`src/hw/rtl/stftw_pkg.sv`:
```
// stftw_pkg: shared widths and codes for the stft frame window dft block
// no dependencies; imported by the ram, the top level and the bench
`timescale 1ns / 1ps

package stftw_pkg;

    // input item kinds (tuser)
    localparam logic CMD_COEF   = 1'b0;
    localparam logic CMD_SAMPLE = 1'b1;

    // register index of hop_size
    localparam logic REG_HOP = 1'b0;

    localparam int SAMPLE_W = 16;
    localparam int X_W      = 17;   // windowed sample, rounded
    localparam int TW_W     = 17;   // q1.15 twiddle with sign
    localparam int BIN_W    = 24;
    localparam int HOP_W    = 7;

    typedef logic signed [SAMPLE_W-1:0] t_sample;
    typedef logic signed [BIN_W-1:0]    t_bin;

endpackage

```
`src/hw/rtl/stftw_ram.sv`:
```
// stftw_ram: generic single write, single read memory with registered read
// depends on stftw_pkg: imports it, though it uses none of its names
`timescale 1ns / 1ps

module stftw_ram
    import stftw_pkg::*;
#(
    parameter int WIDTH = 16,
    parameter int DEPTH = 64
) (
    input  logic                     i_clk,
    input  logic                     i_we,
    input  logic [$clog2(DEPTH)-1:0] i_waddr,
    input  logic [WIDTH-1:0]         i_wdata,
    input  logic                     i_re,
    input  logic [$clog2(DEPTH)-1:0] i_raddr,
    output logic [WIDTH-1:0]         o_rdata
);

    logic [WIDTH-1:0] r_mem [DEPTH];
    logic [WIDTH-1:0] r_rdata;

    always_ff @(posedge i_clk) begin
        if (i_we) begin
            r_mem[i_waddr] <= i_wdata;
        end
        if (i_re) begin
            r_rdata <= r_mem[i_raddr];
        end
    end

    assign o_rdata = r_rdata;

endmodule

```
`config.mk`:
```
export PLATFORM = sky130hd
export DESIGN_NAME = stftw_ram
export DESIGN_NICKNAME = d
export VERILOG_FILES = /design/src/hw/rtl/stftw_pkg.sv /design/src/hw/rtl/stftw_ram.sv
export SDC_FILE = /design/constraint.sdc
export NUM_CORES = 1
export LEC_CHECK = 0
export BUFFER_PORTS_ARGS = -buffer_cell sky130_fd_sc_hd__buf_2
export CAP_MARGIN = 20
export CORE_UTILIZATION = 60
export DETAILED_ROUTE_END_ITERATION = 8
export PLACE_DENSITY_LB_ADDON = 0.25
export SYNTH_ARGS = -nofsm -noshare
export SYNTH_HDL_FRONTEND = slang
export SYNTH_SLANG_ARGS = --single-unit
```
`constraint.sdc`:
```
create_clock -name i_clk -period 5.3 [get_ports i_clk]
set_clock_uncertainty 0.2 [all_clocks]
set_input_delay 0.53 -clock i_clk [delete_from_list [all_inputs] [get_ports i_clk]]
set_output_delay 0.53 -clock i_clk [all_outputs]
set_load 0.02 [all_outputs]
```
### After elaboration in Yosys (flattened, before gate mapping)

Memory sizes are Yosys's and may differ from the RTL's. A register that Yosys moved wholly into a read port is not among the register bits.
Cells that the tools add are included.

| word-level totals | value |
|---|---|
| flip-flop bits (word level) | 0 |
| bits in latches | 0 |
| bits in writable memories | 1024 |
| memory bits (read-only) | 0 |
| input port bits | 31 |
| output and inout bits | 16 |
| word-level logic and storage cells | 3 |
| memories | 1 |

| operators by class | value |
|---|---|
| $add $sub $neg | 0 |
| multiply operators | 0 |
| div/mod/pow operators | 0 |
| magnitude comparators | 0 |
| equality and inequality tests | 0 |
| shift operators | 0 |
| muxes and demuxes | 2 |
| bitwise gates (word level) | 0 |
| reduce and logical (&&, ||, !) cells | 0 |

Memories:

| name | words | bits a word | read ports | clocked after memory_dff | write ports | line | text |
|---|---|---|---|---|---|---|---|
| r_mem | 64 | 16 | 1 | 1 | 1 | stftw_ram.sv:20 | `logic [WIDTH-1:0] r_mem [DEPTH];` |

Operators by type and width:

| cell | count |
|---|---|
| 1-bit two-way mux | 2 |

### Longest topological paths before layout

| depth | value |
|---|---|
| depth in word-level cells | 2 |
| mapped depth | 10 |
| mapped depth without buffers | 5 |

### Worst setup path before layout

OpenSTA, ideal clock, no wires.

| path | value |
|---|---|
| path type | input-to-reg |
| from | in i_waddr[3] |
| to | mem r_mem[48][0] (enable) |
| setup time | 0.409 ns |
| data arrival time | 2.156 ns |
| required time | 4.691 ns |
| path slack | 2.535 ns |
| stages | 4 |
| path buffers | 1 |
| cell sequence | clkbuf_1 -> nor2b_1 -> nand4b_1 -> nor3_1 |

RTL lines:

| item | line | text |
|---|---|---|
| start, declared | stftw_ram.sv:13 | `input logic [$clog2(DEPTH)-1:0] i_waddr,` |
| end, declared | stftw_ram.sv:20 |  |

No word-level cell before the write port.

==> report_table.html <==
<table>
<tr><th>Metric</th><th>Value</th></tr>
<tr><th colspan="2">Run status</th></tr>
<tr><td>Result of the run</td><td>complete, but fails checks</td></tr>
<tr><td>Violated checks</td><td>DRC</td></tr>
<tr><th colspan="2">Timing</th></tr>
<tr><td>Worst slew margin relative to its limit</td><td>25.8%</td></tr>
<tr><td>Setup violators final</td><td>0</td></tr>
<tr><td>Final total negative setup slack</td><td>0 ns</td></tr>
<tr><td>Post-layout minimum cycle time</td><td>3.10 ns</td></tr>
<tr><td>Setup repair after global routing missed its margin</td><td>no</td></tr>
<tr><td>Hold WS</td><td>0.148 ns</td></tr>
<tr><td>Max-slew violation count</td><td>0</td></tr>
<tr><td>Actual transition at the worst max-transition pin</td><td>1.11 ns</td></tr>
<tr><td>Fin crit share</td><td>58.6%</td></tr>
<tr><td>Upper clock frequency limit</td><td>322 MHz</td></tr>
<tr><td>Endpoints failing hold</td><td>0</td></tr>
<tr><th colspan="2">Clock network</th></tr>
<tr><td>Number of gates resized after cts</td><td>0</td></tr>
<tr><td>Buffer depth of the longest clock path</td><td>3</td></tr>
<tr><td>H-tree levels</td><td>3</td></tr>
<tr><td>TritonCTS sink count</td><td>1,040</td></tr>
<tr><td>Worst-path clk slew</td><td>0.06 ns</td></tr>
<tr><td>Count of hold buffers inserted by post-cts repair</td><td>0</td></tr>
<tr><td>TritonCTS clock tree</td><td>built</td></tr>
<tr><td>Root cell of the clock tree</td><td>sky130_fd_sc_hd__clkbuf_16</td></tr>
<tr><td>Number of setup buffers added after CTS</td><td>0</td></tr>
<tr><td>Insertion delay of the later-clocked pin in the worst-skew pair</td><td>0.65 ns</td></tr>
<tr><td>TritonCTS buffer count</td><td>97</td></tr>
<tr><th colspan="2">Cells and area</th></tr>
<tr><td>Number of nets in the layout</td><td>1,998</td></tr>
<tr><td>Fillers</td><td>4,051</td></tr>
<tr><td>Share of the core filled with cells in the final layout</td><td>67.8%</td></tr>
<tr><td>Final standard cell count with taps included and fillers excluded</td><td>2,909</td></tr>
<tr><td>Post-layout instance area</td><td>0.0447 sq mm</td></tr>
<tr><td>Area added between synthesis and finish</td><td>11.3%</td></tr>
<tr><td>Fraction of final layout cells sized beyond drive strength 1</td><td>26.5%</td></tr>
<tr><td>Number of inserted diodes</td><td>0</td></tr>
<tr><th colspan="2">Pwr</th></tr>
<tr><td>Fraction of power spent switching nets</td><td>20.6%</td></tr>
<tr><td>Net switching power</td><td>3.45 mW</td></tr>
<tr><td>Worst vdd rail ir drop</td><td>0.000324 V</td></tr>
<tr><td>Pwr/cell area</td><td>374 mW/mm^2</td></tr>
<tr><td>Cell leakage power</td><td>14.2 nW</td></tr>
<tr><td>Combinational cell fraction of total power</td><td>5.0%</td></tr>
<tr><td>Int Pwr</td><td>13.3 mW</td></tr>
<tr><td>Register share of total power</td><td>54.7%</td></tr>
<tr><td>Fraction of power consumed by the clock network</td><td>40.3%</td></tr>
<tr><th colspan="2">Hold path</th></tr>
<tr><td>Path class of the lowest-slack min-delay path</td><td>input port to register</td></tr>
<tr><th colspan="2">Yosys</th></tr>
<tr><td>Synth warn</td><td>0</td></tr>
<tr><td>Top FF cell, synth</td><td>sky130_fd_sc_hd__edfxtp_1</td></tr>
<tr><td>Share of the synthesized area in the top cell type</td><td>77.7%</td></tr>
<tr><td>Most repeated cell in the gate-level netlist after synthesis</td><td>sky130_fd_sc_hd__edfxtp_1</td></tr>
<tr><td>Cell area after synthesis</td><td>0.0402 sq mm</td></tr>
<tr><td>Share of the yosys chip area belonging to registers</td><td>77.7%</td></tr>
<tr><td>Most frequent cells after synthesis</td><td>sky130_fd_sc_hd__edfxtp_1 (1,040), sky130_fd_sc_hd__mux4_2 (220), sky130_fd_sc_hd__mux2i_1 (85)</td></tr>
<tr><td>Net Count, Synth</td><td>1,860</td></tr>
<tr><td>Library cell with the largest summed area after synthesis</td><td>sky130_fd_sc_hd__edfxtp_1</td></tr>
<tr><td>Mapped Avg Cell Area</td><td>22.0 sq um</td></tr>
<tr><td>Post-synthesis cell type count</td><td>42</td></tr>
<tr><td>Gate count after technology mapping</td><td>1,829</td></tr>
<tr><td>Biggest area contributors in the synthesized netlist</td><td>sky130_fd_sc_hd__edfxtp_1 (78%), sky130_fd_sc_hd__mux4_2 (12%), sky130_fd_sc_hd__mux2i_1 (2.1%)</td></tr>
<tr><td>Post-synthesis async set-or-reset flop share</td><td>0%</td></tr>
<tr><td>Number of enable-type register cells in the synthesized netlist</td><td>1,040</td></tr>
<tr><td>Register bit total from synthesis</td><td>1,040</td></tr>
<tr><th colspan="2">Worst setup path</th></tr>
<tr><td>Critical path data required time</td><td>5.45 ns</td></tr>
<tr><td>Worst path arrival time</td><td>3.26 ns</td></tr>
<tr><td>Maximum fanout along the worst path</td><td>56</td></tr>
<tr><td>Critical path class</td><td>input port to register</td></tr>
<tr><td>R2R depth</td><td>5</td></tr>
<tr><td>Critical path endpoint</td><td>o_rdata[3]</td></tr>
<tr><td>Critical Path Start Type</td><td>input port</td></tr>
<tr><td>Critical register-to-register path endpoint</td><td>o_rdata[3]</td></tr>
<tr><td>Setup slack of the worst register-to-register path</td><td>2.61 ns</td></tr>
<tr><td>Cell at the slowest stage of the critical path</td><td>sky130_fd_sc_hd__mux4_2</td></tr>
<tr><td>Critical R2R Launch</td><td>r_mem[31][3]</td></tr>
<tr><td>Element type at the critical path end</td><td>register</td></tr>
<tr><td>Stage delay of the slowest cell on the critical path</td><td>0.55 ns</td></tr>
<tr><td>Cells along the critical path</td><td>buf_8 &gt; buf_4 &gt; mux4_2 &gt; mux2i_1 &gt; a22oi_1 &gt; a31oi_1 &gt; a311oi_1</td></tr>
<tr><td>Critical Path Start</td><td>i_raddr[0]</td></tr>
<tr><th colspan="2">Drt</th></tr>
<tr><td>DRT Wirelength</td><td>92,800 um</td></tr>
<tr><td>Detailed-route wire length per cell</td><td>31.9 um</td></tr>
<tr><td>Mean number of vias per cell</td><td>6.72</td></tr>
<tr><td>DRT antenna net count</td><td>0</td></tr>
<tr><td>Drc violations</td><td>6</td></tr>
<tr><td>DRT iter0 DRCs</td><td>2,579</td></tr>
<tr><td>First drt pass iteration count</td><td>8</td></tr>
<tr><td>Vias after detailed routing</td><td>19,500</td></tr>
<tr><th colspan="2">Global routing</th></tr>
<tr><td>Global Route Usage Sum</td><td>28.2%</td></tr>
<tr><td>Global-route wire length before repair</td><td>135,000 um</td></tr>
<tr><td>Number of global-route vias before repair</td><td>19,500</td></tr>
<tr><td>Overflow after GRT</td><td>0</td></tr>
<tr><td>Antenna violations before repair</td><td>3</td></tr>
<tr><td>Pin count of the biggest net entering global routing</td><td>105</td></tr>
<tr><th colspan="2">Run</th></tr>
<tr><td># Max-Cap Violations</td><td>0</td></tr>
<tr><th colspan="2">Die</th></tr>
<tr><td>Total die area</td><td>0.0680 sq mm</td></tr>
<tr><td>Top Ports</td><td>47</td></tr>
<tr><td>Die X-Extent</td><td>261 um</td></tr>
<tr><td>Cell Rows</td><td>94</td></tr>
<tr><td>Core area</td><td>0.0660 sq mm</td></tr>
<tr><td>Chip height</td><td>261 um</td></tr>
<tr><td>Initial cell density of the core</td><td>60.9%</td></tr>
<tr><th colspan="2">Placed design</th></tr>
<tr><td># port buffers</td><td>46</td></tr>
<tr><td>Last weighted congestion value of the routability-driven placer</td><td>0.854</td></tr>
<tr><td>Final HPWL from detailed placement</td><td>53,100 um</td></tr>
<tr><td>Instance count after placement with tap cells included</td><td>2,728</td></tr>
<tr><td>Cell area reported after detailed placement</td><td>0.0416 sq mm</td></tr>
</table>
==> placed cells by master, fill, tap and decap left out, types with 4 or more instances in the layout <==
master / instances
sky130_fd_sc_hd__nand4_1: 12
sky130_fd_sc_hd__mux2i_1: 85
sky130_fd_sc_hd__edfxtp_1: 1040
sky130_fd_sc_hd__clkinv_1: 22
sky130_fd_sc_hd__nor2b_1: 28
sky130_fd_sc_hd__a22oi_1: 39
sky130_fd_sc_hd__mux2_2: 27
sky130_fd_sc_hd__and4_1: 5
sky130_fd_sc_hd__a211oi_1: 8
sky130_fd_sc_hd__buf_4: 89
sky130_fd_sc_hd__clkbuf_1: 24
sky130_fd_sc_hd__a22o_1: 6
sky130_fd_sc_hd__nand3_1: 24
sky130_fd_sc_hd__clkbuf_16: 103
sky130_fd_sc_hd__a221oi_1: 16
sky130_fd_sc_hd__a221o_1: 6
sky130_fd_sc_hd__buf_2: 43
sky130_fd_sc_hd__buf_12: 4
sky130_fd_sc_hd__o21ai_0: 5
sky130_fd_sc_hd__a311oi_1: 8
sky130_fd_sc_hd__mux4_1: 4
sky130_fd_sc_hd__bufinv_16: 7
sky130_fd_sc_hd__mux4_2: 220
sky130_fd_sc_hd__clkinv_2: 18
sky130_fd_sc_hd__nand2_1: 59
sky130_fd_sc_hd__nor2_1: 62
sky130_fd_sc_hd__a211o_1: 8
sky130_fd_sc_hd__nor2_2: 12
sky130_fd_sc_hd__a41oi_1: 5
sky130_fd_sc_hd__a21oi_1: 17
sky130_fd_sc_hd__a31oi_1: 8
==> metrics by stage <==
step	total power, mW	setup WS [ns]
after detailed placement	10.2	1.49
after floorplan	9.80	2.54
final	16.7	2.20
after CTS	16.8	2.18
after global placement	10.1	1.49
after global routing	17.1	2.06
==> power groups by stage <==
stage               clock network, mW  logic, mW  registers, mW
floorplan                           0      0.472           9.33
global placement                    0      0.817           9.32
detailed placement                  0      0.836           9.32
CTS                              6.81      0.841           9.15
global route                     7.10      0.881           9.15
finish                           6.75      0.838           9.15
==> worst min path at each step <==
| stage | from | end | slack [ns] | cells after the start |
|---|---|---|---|---|
| after floorplan | i_wdata[0] | r_mem[0][0] | 0.43 | 0 |
| after global placement | r_mem[40][0] | o_rdata[0] | 0.75 | 4 |
| after detailed placement | r_mem[35][2] | o_rdata[2] | 0.74 | 4 |
| after CTS | i_wdata[5] | r_mem[7][5] | 0.12 | 1 |
| after global routing | i_wdata[5] | r_mem[7][5] | 0.15 | 1 |
| final | i_wdata[5] | r_mem[7][5] | 0.15 | 1 |
==> flip-flops by register name, summed over array words and instances (netlist names) <==
signal and count:
r_mem 1024, o_rdata 16
==> routing by layer <==
| layer | vias up | track usage [%] | share of wire (%) |
|---|---|---|---|
| li1 | 7960 | - | - |
| met1 | 10300 | 40.3 | 38 |
| met2 | 1143 | 44.5 | 49 |
| met3 | 148 | 5.35 | 9.9 |
| met4 | 2 | 9.05 | 3.1 |
| met5 | - | 0 | 0.014 |
==> layout make-up <==
class | instances | area, sq um | share of cell area (%)
tap | 864 | 1080 | 2.42
timing repair buffer | 143 | 1080 | 2.42
clock buffer | 127 | 2670 | 5.96
sequential | 1040 | 31200 | 69.8
multi-input combinational | 685 | 8280 | 18.5
clock inverter | 50 | 408 | 0.912
==> cell families after synthesis <==
group | after synthesis | share of synthesized area (%)
buf+inv | 104 | 1.82
compound gates | 129 | 2.40
mux | 336 | 15.5
simple gates | 220 | 2.64
flops | 1040 | 77.7
==> worst max-delay path, delay by kind of cell <==
family          cells  cell delay, ns
buf+inv             2            0.90
mux                 2            0.98
compound gates      3            0.78
(Power assumes the default switching activity.)
